**config.mk**
```make
export PLATFORM = sky130hd
export DESIGN_NAME = stereo_adc_pair_dc_block
export DESIGN_NICKNAME = d
export VERILOG_FILES = /design/src/hw/rtl/dcb_pkg.sv /design/src/hw/rtl/dcb_pair.sv /design/src/hw/rtl/dcb_center.sv /design/src/hw/rtl/dcb_scale.sv /design/src/hw/rtl/stereo_adc_pair_dc_block.sv
export SDC_FILE = /design/constraint.sdc
export NUM_CORES = 1
export LEC_CHECK = 0
export BUFFER_PORTS_ARGS = -buffer_cell sky130_fd_sc_hd__buf_4
export CAP_MARGIN = 20
export CORE_AREA = 2 2 246 248
export CTS_CLUSTER_SIZE = 24
export DETAILED_ROUTE_END_ITERATION = 8
export DIE_AREA = 0 0 248 250
export SLEW_MARGIN = 20
export SYNTH_ARGS = -nofsm -noshare
export SYNTH_HDL_FRONTEND = slang
export SYNTH_SLANG_ARGS = --single-unit
```
**constraint.sdc**
```tcl
create_clock -name clk -period 8.25 [get_ports clk]
set_clock_uncertainty 0.15 [all_clocks]
set_input_delay 1.65 -clock clk [delete_from_list [all_inputs] [get_ports clk]]
set_output_delay 1.65 -clock clk [all_outputs]
set_load 0.02 [all_outputs]
```
**src/hw/rtl/dcb_pkg.sv**
```systemverilog
// Shared types and constants for the stereo ADC pairing DC blocker.
package dcb_pkg;

  localparam int DC_SHIFT = 11;
  localparam int Q_SHIFT  = 8;
  localparam int PCM_MAX  = 32767;
  localparam int PCM_MIN  = -32768;

  localparam logic [7:0] GAIN_RST     = 8'd16;
  localparam logic [3:0] LEFT_CH_RST  = 4'd3;
  localparam logic [3:0] RIGHT_CH_RST = 4'd4;

  typedef enum logic [1:0] {
    REG_GAIN     = 2'd0,
    REG_LEFT_CH  = 2'd1,
    REG_RIGHT_CH = 2'd2
  } reg_idx_t;

  typedef struct packed {
    logic [7:0] gain;
    logic [3:0] left_ch;
    logic [3:0] right_ch;
  } dcb_cfg_t;

endpackage

```
**src/hw/rtl/dcb_pair.sv**
```systemverilog
// Pairs a pending left conversion with the next right conversion into a frame.
module dcb_pair #(
  parameter int SAMPLE_BITS = 12
) (
  input  logic                   clk,
  input  logic                   rst_n,
  input  logic                   accept_i,
  input  logic [3:0]             channel_i,
  input  logic [SAMPLE_BITS-1:0] value_i,
  input  dcb_pkg::dcb_cfg_t      cfg_i,
  output logic                   frame_o,
  output logic [SAMPLE_BITS-1:0] left_raw_o,
  output logic [SAMPLE_BITS-1:0] right_raw_o
);
  import dcb_pkg::*;

  localparam logic [SAMPLE_BITS-1:0] PEND_RST = SAMPLE_BITS'(1) << (SAMPLE_BITS - 1);

  logic                   have_left_r, have_left_nxt;
  logic [SAMPLE_BITS-1:0] pending_r, pending_nxt;
  logic                   is_left, is_right;
  logic [SAMPLE_BITS-1:0] left_raw_r, right_raw_r;

  // left wins when both channel registers match
  assign is_left  = (channel_i == cfg_i.left_ch);
  assign is_right = !is_left && (channel_i == cfg_i.right_ch);
  assign frame_o  = accept_i && is_right && have_left_r;

  always_comb begin
    have_left_nxt = have_left_r;
    pending_nxt   = pending_r;
    if (accept_i && is_left) begin
      have_left_nxt = 1'b1;
      pending_nxt   = value_i;
    end else if (frame_o) begin
      have_left_nxt = 1'b0;
    end
  end

  always_ff @(posedge clk) begin
    if (!rst_n) begin
      have_left_r <= 1'b0;
      pending_r   <= PEND_RST;
    end else begin
      have_left_r <= have_left_nxt;
      pending_r   <= pending_nxt;
    end
  end

  always_ff @(posedge clk) begin
    if (frame_o) begin
      left_raw_r  <= pending_r;
      right_raw_r <= value_i;
    end
  end

  assign left_raw_o  = left_raw_r;
  assign right_raw_o = right_raw_r;

endmodule

```
**src/hw/rtl/dcb_center.sv**
```systemverilog
// One side's Q8 DC tracker and centered-value register.
module dcb_center #(
  parameter int SAMPLE_BITS = 12
) (
  input  logic                        clk,
  input  logic                        rst_n,
  input  logic                        en_i,
  input  logic [SAMPLE_BITS-1:0]      raw_i,
  output logic signed [SAMPLE_BITS:0] center_o
);
  import dcb_pkg::*;

  localparam int DW = SAMPLE_BITS + Q_SHIFT;
  localparam int SW = DW + 1;
  localparam logic [DW-1:0] DC_RST = DW'(1) << (DW - 1);

  logic [DW-1:0]               dc_r, dc_nxt;
  logic signed [SW-1:0]        rq, dcs, diff, dc_new, resid;
  logic signed [SAMPLE_BITS:0] center_r;

  always_comb begin
    rq     = signed'({1'b0, raw_i, Q_SHIFT'(0)});
    dcs    = signed'({1'b0, dc_r});
    diff   = rq - dcs;
    dc_new = dcs + (diff >>> DC_SHIFT);
    resid  = rq - dc_new;
    // estimate stays within 0 .. raw max << 8, top bit is always clear
    dc_nxt = dc_new[DW-1:0];
  end

  always_ff @(posedge clk) begin
    if (!rst_n) begin
      dc_r <= DC_RST;
    end else if (en_i) begin
      dc_r <= dc_nxt;
    end
  end

  always_ff @(posedge clk) begin
    if (en_i) begin
      center_r <= resid[SW-1:Q_SHIFT];
    end
  end

  assign center_o = center_r;

endmodule

```
**src/hw/rtl/dcb_scale.sv**
```systemverilog
// Gain multiply and 16-bit saturation into the result register of one side.
module dcb_scale #(
  parameter int SAMPLE_BITS = 12
) (
  input  logic                        clk,
  input  logic                        en_i,
  input  logic signed [SAMPLE_BITS:0] center_i,
  input  logic [7:0]                  gain_i,
  output logic signed [15:0]          pcm_o
);
  import dcb_pkg::*;

  localparam int PW = SAMPLE_BITS + 10;
  localparam logic signed [PW-1:0] SAT_HI = signed'(PW'(PCM_MAX));
  localparam logic signed [PW-1:0] SAT_LO = signed'(PW'(PCM_MIN));

  logic signed [PW-1:0] prod;
  logic signed [15:0]   pcm_nxt;
  logic signed [15:0]   pcm_r;

  always_comb begin
    prod = center_i * signed'({1'b0, gain_i});
    if (prod > SAT_HI) begin
      pcm_nxt = SAT_HI[15:0];
    end else if (prod < SAT_LO) begin
      pcm_nxt = SAT_LO[15:0];
    end else begin
      pcm_nxt = prod[15:0];
    end
  end

  always_ff @(posedge clk) begin
    if (en_i) begin
      pcm_r <= pcm_nxt;
    end
  end

  assign pcm_o = pcm_r;

endmodule

```
**src/hw/rtl/stereo_adc_pair_dc_block.sv**
```systemverilog
// Top level of the stereo ADC pairing DC blocker.
// Usage:
//   Input requests carry one tagged conversion (channel, raw value). A request
//   on the left channel is held as pending; a right request with a pending left
//   forms one stereo frame. Other requests are absorbed with no result.
//   Results carry left and right 16-bit PCM with DC removed, gain applied and
//   saturation to signed 16 bits.
//   Pipeline: a frame passes the pair register, the DC/centering register and
//   the gain/saturate register, then shows on out_valid; the pair register
//   loads at the edge that takes the right request.
//   Throughput: one request per cycle; each stage forwards whenever the stage
//   after it is empty or moving, so in_stall rises only when all three stages
//   hold frames and out_stall is high.
//   Configuration: APB registers gain (0x0), left channel (0x4) and right
//   channel (0x8); write them only while the block is idle. pready is tied high.
//   Reset: clears the pipeline valid bits and the pending-left mark, sets both
//   DC estimates to mid-scale and the registers to gain 16, left 3, right 4.
//   Stall: a held result keeps out_valid and its data steady until taken.
module stereo_adc_pair_dc_block #(
  parameter int SAMPLE_BITS = 12
) (
  input  logic                   clk,
  input  logic                   rst_n,
  input  logic                   in_valid,
  output logic                   in_stall,
  input  logic [3:0]             in_sample_channel,
  input  logic [SAMPLE_BITS-1:0] in_sample_value,
  output logic                   out_valid,
  input  logic                   out_stall,
  output logic signed [15:0]     out_left_pcm,
  output logic signed [15:0]     out_right_pcm,
  input  logic                   psel,
  input  logic                   penable,
  input  logic                   pwrite,
  input  logic [3:0]             paddr,
  input  logic [31:0]            pwdata,
  output logic [31:0]            prdata,
  output logic                   pready
);
  import dcb_pkg::*;

  dcb_cfg_t cfg_r, cfg_nxt;
  reg_idx_t reg_idx;
  logic     wr_en;

  logic accept, frame;
  logic ready_out, ready_s2, ready_s1;
  logic s1_valid_r, s1_valid_nxt;
  logic s2_valid_r, s2_valid_nxt;
  logic out_valid_r, out_valid_nxt;
  logic s1_adv, s2_adv;

  logic [SAMPLE_BITS-1:0]      left_raw, right_raw;
  logic signed [SAMPLE_BITS:0] left_c, right_c;

  // configuration
  assign pready  = 1'b1;
  assign reg_idx = reg_idx_t'(paddr[3:2]);
  assign wr_en   = psel && penable && pwrite && pready;

  always_comb begin
    cfg_nxt = cfg_r;
    if (wr_en) begin
      case (reg_idx)
        REG_GAIN:     cfg_nxt.gain     = pwdata[7:0];
        REG_LEFT_CH:  cfg_nxt.left_ch  = pwdata[3:0];
        REG_RIGHT_CH: cfg_nxt.right_ch = pwdata[3:0];
        default:      cfg_nxt = cfg_r;
      endcase
    end
  end

  always_comb begin
    case (reg_idx)
      REG_GAIN:     prdata = {24'd0, cfg_r.gain};
      REG_LEFT_CH:  prdata = {28'd0, cfg_r.left_ch};
      REG_RIGHT_CH: prdata = {28'd0, cfg_r.right_ch};
      default:      prdata = 32'd0;
    endcase
  end

  always_ff @(posedge clk) begin
    if (!rst_n) begin
      cfg_r.gain     <= GAIN_RST;
      cfg_r.left_ch  <= LEFT_CH_RST;
      cfg_r.right_ch <= RIGHT_CH_RST;
    end else begin
      cfg_r <= cfg_nxt;
    end
  end

  // pipeline flow control
  assign ready_out = !out_valid_r || !out_stall;
  assign ready_s2  = !s2_valid_r || ready_out;
  assign ready_s1  = !s1_valid_r || ready_s2;
  assign in_stall  = !ready_s1;
  assign accept    = in_valid && ready_s1;
  assign s1_adv    = s1_valid_r && ready_s2;
  assign s2_adv    = s2_valid_r && ready_out;

  always_comb begin
    s1_valid_nxt  = frame ? 1'b1 : (ready_s2 ? 1'b0 : s1_valid_r);
    s2_valid_nxt  = ready_s2 ? s1_valid_r : s2_valid_r;
    out_valid_nxt = ready_out ? s2_valid_r : out_valid_r;
  end

  always_ff @(posedge clk) begin
    if (!rst_n) begin
      s1_valid_r  <= 1'b0;
      s2_valid_r  <= 1'b0;
      out_valid_r <= 1'b0;
    end else begin
      s1_valid_r  <= s1_valid_nxt;
      s2_valid_r  <= s2_valid_nxt;
      out_valid_r <= out_valid_nxt;
    end
  end

  assign out_valid = out_valid_r;

  dcb_pair #(.SAMPLE_BITS(SAMPLE_BITS)) u_pair (
    .clk         (clk),
    .rst_n       (rst_n),
    .accept_i    (accept),
    .channel_i   (in_sample_channel),
    .value_i     (in_sample_value),
    .cfg_i       (cfg_r),
    .frame_o     (frame),
    .left_raw_o  (left_raw),
    .right_raw_o (right_raw)
  );

  dcb_center #(.SAMPLE_BITS(SAMPLE_BITS)) u_center_l (
    .clk      (clk),
    .rst_n    (rst_n),
    .en_i     (s1_adv),
    .raw_i    (left_raw),
    .center_o (left_c)
  );

  dcb_center #(.SAMPLE_BITS(SAMPLE_BITS)) u_center_r (
    .clk      (clk),
    .rst_n    (rst_n),
    .en_i     (s1_adv),
    .raw_i    (right_raw),
    .center_o (right_c)
  );

  dcb_scale #(.SAMPLE_BITS(SAMPLE_BITS)) u_scale_l (
    .clk      (clk),
    .en_i     (s2_adv),
    .center_i (left_c),
    .gain_i   (cfg_r.gain),
    .pcm_o    (out_left_pcm)
  );

  dcb_scale #(.SAMPLE_BITS(SAMPLE_BITS)) u_scale_r (
    .clk      (clk),
    .en_i     (s2_adv),
    .center_i (right_c),
    .gain_i   (cfg_r.gain),
    .pcm_o    (out_right_pcm)
  );

endmodule

```
==> reports/qor.txt, run 1 <==
Gpl congestion: 0.850
Clk_lat worst skew: 0.45 ns
Worst r2r dst: u_center_l.center_o[12]
H-tree depth: 4
Min-delay src: u_pair.pending_r[3]
PostCTS Resize Cnt: 0
Mapped Area: 17600 um2
CP endpoint kind: flip-flop
TritonCTS clock tree: yes
PwrDens: 92.7 nW/um2
Commonest non-fill, non-tap cell in the layout: inv_1
Max incr delay on CP: 0.55 ns
WL final: 39.5 mm
Clock Sinks: 154
FF+latch count, synth: 154
Status: complete, no violations
Slew headroom: 31.0%
Hold buffers post-CTS: 0
Initial antenna violation count: 1
Initial DRT Pass Iterations: 5
Total gr overflow: 0
Maxcap violations: 0
Met3 Use GR: 2.10%
Final HPWL DP: 31.1 mm
Setup_tns: 0 ns
Hold Path Stages: 0
CTS root buf: clkbuf_16
Setup CP Type: flip-flop to flip-flop
Top Ports: 126
Core area: 59600 um2
Setup Fix Bufs, Post-CTS: 0
Hold Vio Cnt, Final: 0
Vias in the first global route: 13.4k
Starting Density: 29.5%
Post-synth top flop: edfxtp_1
Leak: 9.10 nW
Total CTS buffers: 17
Synth-to-layout area growth: 11.1%
Syn_area_per_cell: 9.01 um2
Starting DRT DRC Count: 744
First-pass GRT wire length: 65.8 mm
Required time worst endpoint: 8.29 ns
Num rows: 90
Final slew viol count: 0
Register area share after synthesis: 22.2%
R2R setup slack: 1.05 ns
Worst-Margin Slew: 1.03 ns
Worst Reg-to-Reg Cells: 26
Crit start category: flip-flop
Syn Inst Count: 1951
Routed Antenna Nets: 0
Synthesis warning total: 0
Fmax: 139 MHz
Worst hold path class: flip-flop to flip-flop
M2 GR Usage: 21.2%
Most Crowded Layer GR: met2
Largest net degree at the start of global routing: 73
Vias/cell: 4.69
Final net count: 2396
Met1 Usage GRT: 17.9%
CP max-delay cell: o31ai_1
CP startpoint: u_pair.left_raw_o[0]
Routed wire per std cell: 14.1 um
Maximum clock path buffer count: 2
Period Utilization, post-route: 87.3%
Number of flops mapped to enable cells by yosys: 82
CP delay by family, top: compound AO/OA/AOI/OAI gates
RSZ-0062 raised after global routing: no
Layout cells sized above 1: 7.78%
Post-synthesis async set-or-reset flop share: 0%
Post-route minimum period: 7.20 ns
Worst VDD drop: 0.155 mV
Die Width: 248 um
Most frequent cells in the layout: inv_1, nand2_1, fa_1
Port bufs: 74
Hold EP: u_pair.left_raw_o[3]
Critical path buffers and inverters: 0
Setup ws final: 1.05 ns
Max FO, Critical Path: 8
Die Y: 250 um
Via count: 13.1k
Die Area: 62000 um2
RR Startpoint: u_pair.left_raw_o[0]
Critical path arrival: 7.24 ns
DRC: 0
Number of distinct library cells after synthesis: 78
Setup violators final: 0
GRT Overall Usage: 13.1%
Dpl ws: 1.13 ns
Clock-pin slew on the worst setup and hold paths: 0.07 ns
[state kept, by name, summed over array words and instances, names as in the netlist]
name                 flops
s1_valid_r               1
u_center_r.center_o     13
u_center_l.center_o     13
out_valid                1
u_scale_r.pcm_o         16
cfg_r                   16
u_scale_l.pcm_o         16
s2_valid_r               1
u_pair.have_left_r       1
u_pair.right_raw_o      12
u_center_l.dc_r         20
u_pair.left_raw_o       12
u_pair.pending_r        12
u_center_r.dc_r         20
[through the flow]
step                std cells  utilization (%)  instance area, um2  total power, mW  hold slack [ns]
floorplan                1974                -               17700            0.992            0.258
global placement         2768             31.8               19000             1.04            0.269
detailed placement       2768             31.8               19000             1.04            0.269
CTS                      2800             32.8               19500             1.84            0.280
global route             2800             32.8               19500             1.88            0.293
finish                   2801             32.8               19500             1.81            0.281
[kinds of logic (layout without fill, tap and decap cells)]
| group | after synthesis | after routing | synth area share (%) |
|---|---|---|---|
| AO/OA/AOI/OAI | 331 | 331 | 13.2 |
| AND/OR/NAND/NOR | 557 | 557 | 16.0 |
| multiplexers | 36 | 36 | 2.06 |
| flip-flops | 154 | 154 | 22.2 |
| adder cells (fa/ha/maj) | 339 | 339 | 31.3 |
| XOR/XNOR | 114 | 114 | 5.76 |
| buffers and inverters | 418 | 462 | 9.46 |
| other | 2 | 26 | 0.0427 |
[worst max path at each step]
stage,end,slack (ns),cells after the start
2_1_floorplan,u_center_l.center_o[12],1.83,26
3_3_place_gp,u_center_r.center_o[12],1.26,27
3_5_place_dp,u_center_l.center_o[12],1.13,26
4_1_cts,u_center_l.center_o[12],1.09,26
5_1_grt,u_center_l.center_o[12],0.54,27
6_report,u_center_l.center_o[12],1.05,26
[metal layers]
metal	up-vias	share of wire [%]	wire (um)
met5	-	0.030	12
met4	2	1.7	673
met3	47	4.4	1720
met2	231	45	17800
met1	6414	49	19300
li1	6455	-	-
[Yosys cell counts, types with 4 or more instances]
cell type	count	share of area, %
inv_1	340	7.3
nand2_1	195	4.2
fa_1	170	19
ha_1	162	12
and2_1	137	4.9
edfxtp_1	82	14
nor2_1	77	1.6
dfxtp_1	72	8.2
xnor2_1	69	3.4
a21oi_1	65	1.8
a21o_1	54	2.3
clkbuf_1	49	1.0
o21ai_0	49	1.4
xor2_1	44	2.2
nor2b_1	39	1.4
mux2i_1	35	2.0
nor3_1	29	0.83
buf_4	25	1.1
a21boi_0	20	0.85
o21a_1	20	0.85
a211oi_1	15	0.64
nand3_1	15	0.43
o211a_1	12	0.68
nand2b_1	11	0.39
a31oi_1	10	0.36
or2_2	10	0.36
and3_1	9	0.32
o211ai_1	9	0.38
a31o_2	8	0.40
o31ai_1	8	0.34
o21bai_1	7	0.30
a211o_1	6	0.30
nand4_1	6	0.21
maj3_1	5	0.28
o2111ai_1	5	0.25
or3_1	5	0.18
a2111oi_0	4	0.20
a41oi_1	4	0.20
nor3b_1	4	0.17
nor4_1	4	0.14
nor4b_1	4	0.20
[cell type report]
cell class / instances / area (um2)
Clock inverter: 13 / 118
Timing Repair Buffer: 90 / 676
Tap cell: 782 / 978
Multi-Input combinational cell: 1402 / 12100
Fill cell: 6078 / 40000
Antenna cell: 1 / 2.50
Clock buffer: 19 / 454
Sequential cell: 154 / 3910
Inverter: 340 / 1280
[power breakdown]
group / switching (mW) / internal (mW)
clock network: 0.352 / 0.434
registers: 0.00433 / 0.809
logic: 0.123 / 0.0893
(Power assumes the default switching activity.)
==> inputs of run 2 (changes only) <==
==> constraint.sdc (replaced) <==
create_clock -name clk -period 7.8 [get_ports clk]
set_clock_uncertainty 0.15 [all_clocks]
set_input_delay 1.56 -clock clk [delete_from_list [all_inputs] [get_ports clk]]
set_output_delay 1.56 -clock clk [all_outputs]
set_load 0.02 [all_outputs]
==> run 2 against run 1 <==
Net effect:
- clock-buffer cell count up 1
- hold slack improved by 0.0040 ns
- maximum frequency grew 1.7%
- die area unchanged
- combinational power rose by 6%
- via count down 0.70%
- routed wire length increased by 0.63%
- sequential share of layout area barely moved
- non-clock buffer count stayed put
- design area grew 0.15%
- largest cell class unchanged
==> reports/qor.txt, run 2 (synthesis results as in run 1) <==
Vias in the first global route: 13.5k
Antenna cells: 0
Clock power share: 44.3%
Vias/cell: 4.66
Max FO, Critical Path: 6
Setup violators final: 0
Final Power: 1.94 mW
First-pass GRT wire length: 66.7 mm
GRT Overall Usage: 13.3%
Status: complete, no violations
Routed Antenna Nets: 0
Total gr overflow: 0
Final slew viol count: 0
Register share of total power: 44.2%
Largest net degree at the start of global routing: 73
CP max-delay cell: a2111oi_0
Clk_lat worst skew: 0.47 ns
Leak: 9.12 nW
Most frequent cells in the layout: inv_1, nand2_1, fa_1
Num rows: 90
Internal: 1.41 mW
Top Ports: 126
Period Utilization, post-route: 90.8%
Crit start category: flip-flop
Setup Fix Bufs, Post-CTS: 0
DRC: 0
Largest registers: u_center_l.dc_r (20), u_center_r.dc_r (20)
Final HPWL DP: 31.8 mm
Total CTS buffers: 17
Die Area: 62000 um2
Die Width: 248 um
Worst hold path class: flip-flop to flip-flop
H-tree depth: 4
Fmax: 141 MHz
Layout cells sized above 1: 7.78%
Worst-Margin Slew: 1.14 ns
Routed wire per std cell: 14.2 um
Starting DRT DRC Count: 614
Worst VDD drop: 0.166 mV
Setup_tns: 0 ns
RSZ-0062 raised after global routing: no
Maximum clock path buffer count: 2
Commonest non-fill, non-tap cell in the layout: inv_1
CTS root buf: clkbuf_16
Clock-pin slew on the worst setup and hold paths: 0.07 ns
PwrDens: 99.4 nW/um2
Clock Sinks: 154
Max incr delay on CP: 0.49 ns
TritonCTS clock tree: yes
Combinational power share: 11.5%
Final net count: 2396
Required time worst endpoint: 7.85 ns
Gpl congestion: 0.844
Hold buffers post-CTS: 0
Psw: 0.535 mW
Filler cells: 6111
Via count: 13.1k
Maxcap violations: 0
Core area: 59600 um2
Sw frac: 27.5%
WL final: 39.7 mm
CP endpoint kind: flip-flop
PostCTS Resize Cnt: 0
Post-route minimum period: 7.08 ns
Initial DRT Pass Iterations: 5
Initial antenna violation count: 1
Critical path arrival: 7.13 ns
Setup CP Type: flip-flop to flip-flop
Synth-to-layout area growth: 11.3%
Slew headroom: 23.4%
Hold Vio Cnt, Final: 0
Port bufs: 74
Starting Density: 29.5%
Die Y: 250 um
[run 2: cell count changes in the layout (fill, tap and decap cells not counted), moves of 2 or more]
| cell | previous run | this run |
|---|---|---|
| clkinv_2 | 3 | 0 |
| clkinv_4 | 4 | 2 |
| clkinvlp_4 | 3 | 1 |
| inv_6 | 1 | 5 |
| inv_8 | 0 | 3 |
[run 2: per-layer routing]
| metal | GRT usage [%] | routed length (um) |
|---|---|---|
| met3 | 3.16 | 2160 |
| met2 | 21.8 | 18100 |
| met4 | 2.86 | 441 |
| met1 | 17.6 | 19000 |
| met5 | 0 | 9 |
[run 2: area by class of cell]
class	count	area, um2	area share (%)
inverters	340	1280	6.52
multi-input cells	1402	12100	62.0
clock inverters	12	119	0.607
clock buffers	20	479	2.45
flip-flops and latches	154	3900	19.9
well taps	782	978	5.00
repair buffers	90	676	3.45
[run 2: power groups by stage]
stage	sequential, mW	clock (mW)	combinational (mW)
2_1_floorplan	0.875	0	0.175
3_3_place_gp	0.877	0	0.221
3_5_place_dp	0.877	0	0.225
4_1_cts	0.859	0.891	0.227
5_1_grt	0.859	0.917	0.256
6_report	0.859	0.861	0.225
[run 2: metrics by stage]
stage | hold slack [ns] | cell area [um2] | util, % | cells | setup slack [ns]
4_1_cts | 0.287 | 19600 | 32.8 | 2800 | 0.735
3_5_place_dp | 0.268 | 19000 | 31.8 | 2768 | 0.770
3_3_place_gp | 0.265 | 19000 | 31.8 | 2768 | 0.887
5_1_grt | 0.292 | 19600 | 32.9 | 2800 | 0.197
2_1_floorplan | 0.258 | 17700 | - | 1974 | 1.38
6_report | 0.285 | 19600 | 32.9 | 2800 | 0.720
[run 2: final timing paths]
path	to	from	depth (start not counted)	slack, ns
max	u_center_r.center_o[12]	u_pair.right_raw_o[0]	27	0.72
min	u_pair.left_raw_o[8]	u_pair.pending_r[8]	0	0.28
max reg2reg	u_center_r.center_o[12]	u_pair.right_raw_o[0]	27	0.72
min reg2reg	u_pair.left_raw_o[8]	u_pair.pending_r[8]	0	0.28
[run 2: worst max-delay path: cells and delay by family (launching register included)]
kind / cells / cell delay, ns
compound gates: 16 / 4.21
fa+ha+maj: 3 / 0.94
flops: 1 / 0.43
xor+xnor: 3 / 0.49
simple gates: 5 / 0.60
==> inputs of run 3 (changes only) <==
--- a/config.mk
+++ b/config.mk
@@ -5,12 +5,13 @@
 export SDC_FILE = /design/constraint.sdc
 export NUM_CORES = 1
 export LEC_CHECK = 0
+export ABC_AREA = 1
 export BUFFER_PORTS_ARGS = -buffer_cell sky130_fd_sc_hd__buf_4
 export CAP_MARGIN = 20
-export CORE_AREA = 2 2 246 248
+export CORE_AREA = 2 2 260 262
 export CTS_CLUSTER_SIZE = 24
 export DETAILED_ROUTE_END_ITERATION = 8
-export DIE_AREA = 0 0 248 250
+export DIE_AREA = 0 0 262 264
 export SLEW_MARGIN = 20
 export SYNTH_ARGS = -nofsm -noshare
 export SYNTH_HDL_FRONTEND = slang
==> run 3 against run 2 <==
Net effect:
- highest routed layer is now met4
- global-route usage up 1.2 points
- area after synthesis up 12%
- critical path depth down 4
==> reports/qor.txt, run 3 <==
H-tree depth: 4
PostCTS Resize Cnt: 0
Layout cells sized above 1: 7.30%
Worst r2r dst: u_scale_l.pcm_o[0]
DRC: 0
Seq. cell area: 3910 um2
Slew headroom: 27.8%
Die Area: 69200 um2
Max FO, Critical Path: 17
Core area: 66600 um2
Gpl congestion: 0.903
Setup_tns: 0 ns
Critical path arrival: 6.00 ns
Number of flops mapped to enable cells by yosys: 82
CP delay by family, top: adder cells
Port bufs: 74
Setup CP Type: flip-flop to flip-flop
Post-synth top flop: edfxtp_1
Leak: 12.1 nW
Syn Inst Count: 2806
RR Startpoint: cfg_r[8]
Via count: 16.5k
FF+latch count, synth: 154
Maxcap violations: 0
Max incr delay on CP: 1.01 ns
Final net count: 3227
PwrDens: 96.3 nW/um2
Clock-pin slew on the worst setup and hold paths: 0.07 ns
CP max-delay cell: dfxtp_1
Final HPWL DP: 39.3 mm
Worst Reg-to-Reg Cells: 23
Register area share after synthesis: 19.8%
Area leader, netlist: fa_1
Die Y: 264 um
Top Ports: 126
Vias in the first global route: 15.8k
Critical path depth in cells: 23
Crit start category: flip-flop
Post-synthesis async set-or-reset flop share: 0%
Clock Sinks: 154
Total gr overflow: 0
Starting Density: 29.6%
Antenna cells: 0
RSZ-0062 raised after global routing: no
Number of distinct library cells after synthesis: 48
Hold buffers post-CTS: 0
Filler cells: 7230
Most frequent cells in the layout: nand2_1, inv_1, fa_1
Cell mode on critical path: nand2_1
Fmax: 169 MHz
Mapped Area: 19700 um2
Period Utilization, post-route: 76.1%
Setup violators final: 0
Syn_area_per_cell: 7.02 um2
Commonest non-fill, non-tap cell in the layout: nand2_1
Initial DRT Pass Iterations: 6
CP endpoint kind: flip-flop
Largest registers: u_center_l.dc_r (20), u_center_r.dc_r (20)
Routed Antenna Nets: 0
Synth top area cells: fa_1, nand2_1, inv_1, edfxtp_1, ha_1
Share of the synthesized area in the top cell type: 17.3%
Area of the multi-input gates: 12800 um2
Critical path, cell by cell: nand2_1, inv_1, fa_1, inv_1, fa_1, fa_1, fa_1, inv_1, ha_1, a21o_1, nand3_1, nand2_1, a21oi_1, nand2_1, nand2_1, nand2_1, or2_1, nand2_2, nor2_1, nand3_1, nand2_2, nand2_1, nand2_1
Status: complete, no violations
Setup Fix Bufs, Post-CTS: 0
First-pass GRT wire length: 79.5 mm
Most common cell in the synthesized netlist: nand2_1
Worst VDD drop: 0.159 mV
Synth-to-layout area growth: 9.78%
Most instantiated cells after synthesis: nand2_1, inv_1, fa_1
R2R setup slack: 1.87 ns
Worst-Margin Slew: 1.08 ns
Cell area after placement: 21000 um2
CTS root buf: clkbuf_16
WL final: 48.4 mm
Required time worst endpoint: 7.86 ns
Finished Cell Area: 21600 um2
Critical path buffers and inverters: 3
GRT Overall Usage: 14.5%
Largest net degree at the start of global routing: 63
TritonCTS clock tree: yes
Num rows: 95
Initial antenna violation count: 0
End of the critical path: u_scale_l.pcm_o[0]
Vias/cell: 4.43
Hold Vio Cnt, Final: 0
Routed wire per std cell: 13.0 um
Maximum clock path buffer count: 2
Synthesis warning total: 0
Post-route minimum period: 5.93 ns
CP startpoint: cfg_r[8]
Final slew viol count: 0
Total CTS buffers: 17
Starting DRT DRC Count: 1066
Worst hold path class: flip-flop to flip-flop
Die Width: 262 um
Clk_lat worst skew: 0.47 ns
-- run 3: cell count changes after synthesis, sizes merged, moves of 39 or more --
cell   previous run  this run
and2            137         6
inv             340       689
a21oi            65       107
nor2b            39         0
nand3            16       154
nor2             77       167
a21o             54         8
nand2           195       813
-- run 3: area by class of cell --
class | instances | share of cell area [%]
Clock inverter | 14 | 0.711
Sequential cell | 154 | 18.1
Clock buffer | 18 | 2.03
Multi-Input combinational cell | 1887 | 59.2
Tap cell | 873 | 5.05
Timing Repair Buffer | 86 | 2.98
Inverter | 690 | 12.0
-- run 3: routing by layer --
metal	global-route usage [%]	vias up	part of all wire [%]	routed length, um
met5	0	-	0	0
met4	2.98	0	1.2	571
met3	2.96	40	5.9	2860
met2	22.8	311	44	21200
met1	20.3	7618	49	23700
li1	-	8505	-	-
-- run 3: cell families after synthesis --
kind of cell | share of synthesized area [%]
flops | 19.8
simple gates | 25.8
xor+xnor | 4.22
buf+inv | 15.7
other cells | 0.0381
fa+ha+maj | 27.6
compound gates | 6.86
-- run 3: worst min-delay path by stage --
| stage | start | to | slack, ns | depth (start not counted) |
|---|---|---|---|---|
| final | u_pair.pending_r[6] | u_pair.left_raw_o[6] | 0.28 | 0 |
| after global routing | u_pair.pending_r[9] | u_pair.left_raw_o[9] | 0.29 | 0 |
| after CTS | u_pair.pending_r[6] | u_pair.left_raw_o[6] | 0.28 | 0 |
| after detailed placement | u_pair.pending_r[6] | u_pair.left_raw_o[6] | 0.26 | 0 |
| after global placement | u_pair.pending_r[6] | u_pair.left_raw_o[6] | 0.26 | 0 |
| after floorplan | u_pair.pending_r[0] | u_pair.left_raw_o[0] | 0.25 | 0 |
-- run 3: power breakdown --
part / switching, mW / internal, mW
clock: 0.407 / 0.461
combinational: 0.221 / 0.124
sequential: 0.00813 / 0.862
total: 0.636 / 1.45
-- run 3: stage by stage --
| stage | hold WS, ns | utilization (%) | total power [mW] | instances | setup slack, ns |
|---|---|---|---|---|---|
| finish | 0.281 | 32.5 | 2.08 | 3722 | 1.87 |
| global route | 0.294 | 32.5 | 2.19 | 3722 | 1.52 |
| CTS | 0.281 | 32.5 | 2.11 | 3722 | 1.88 |
| detailed placement | 0.263 | 31.6 | 1.24 | 3690 | 1.90 |
| global placement | 0.260 | 31.6 | 1.23 | 3690 | 1.90 |
| floorplan | 0.253 | - | 1.17 | 2829 | 2.68 |
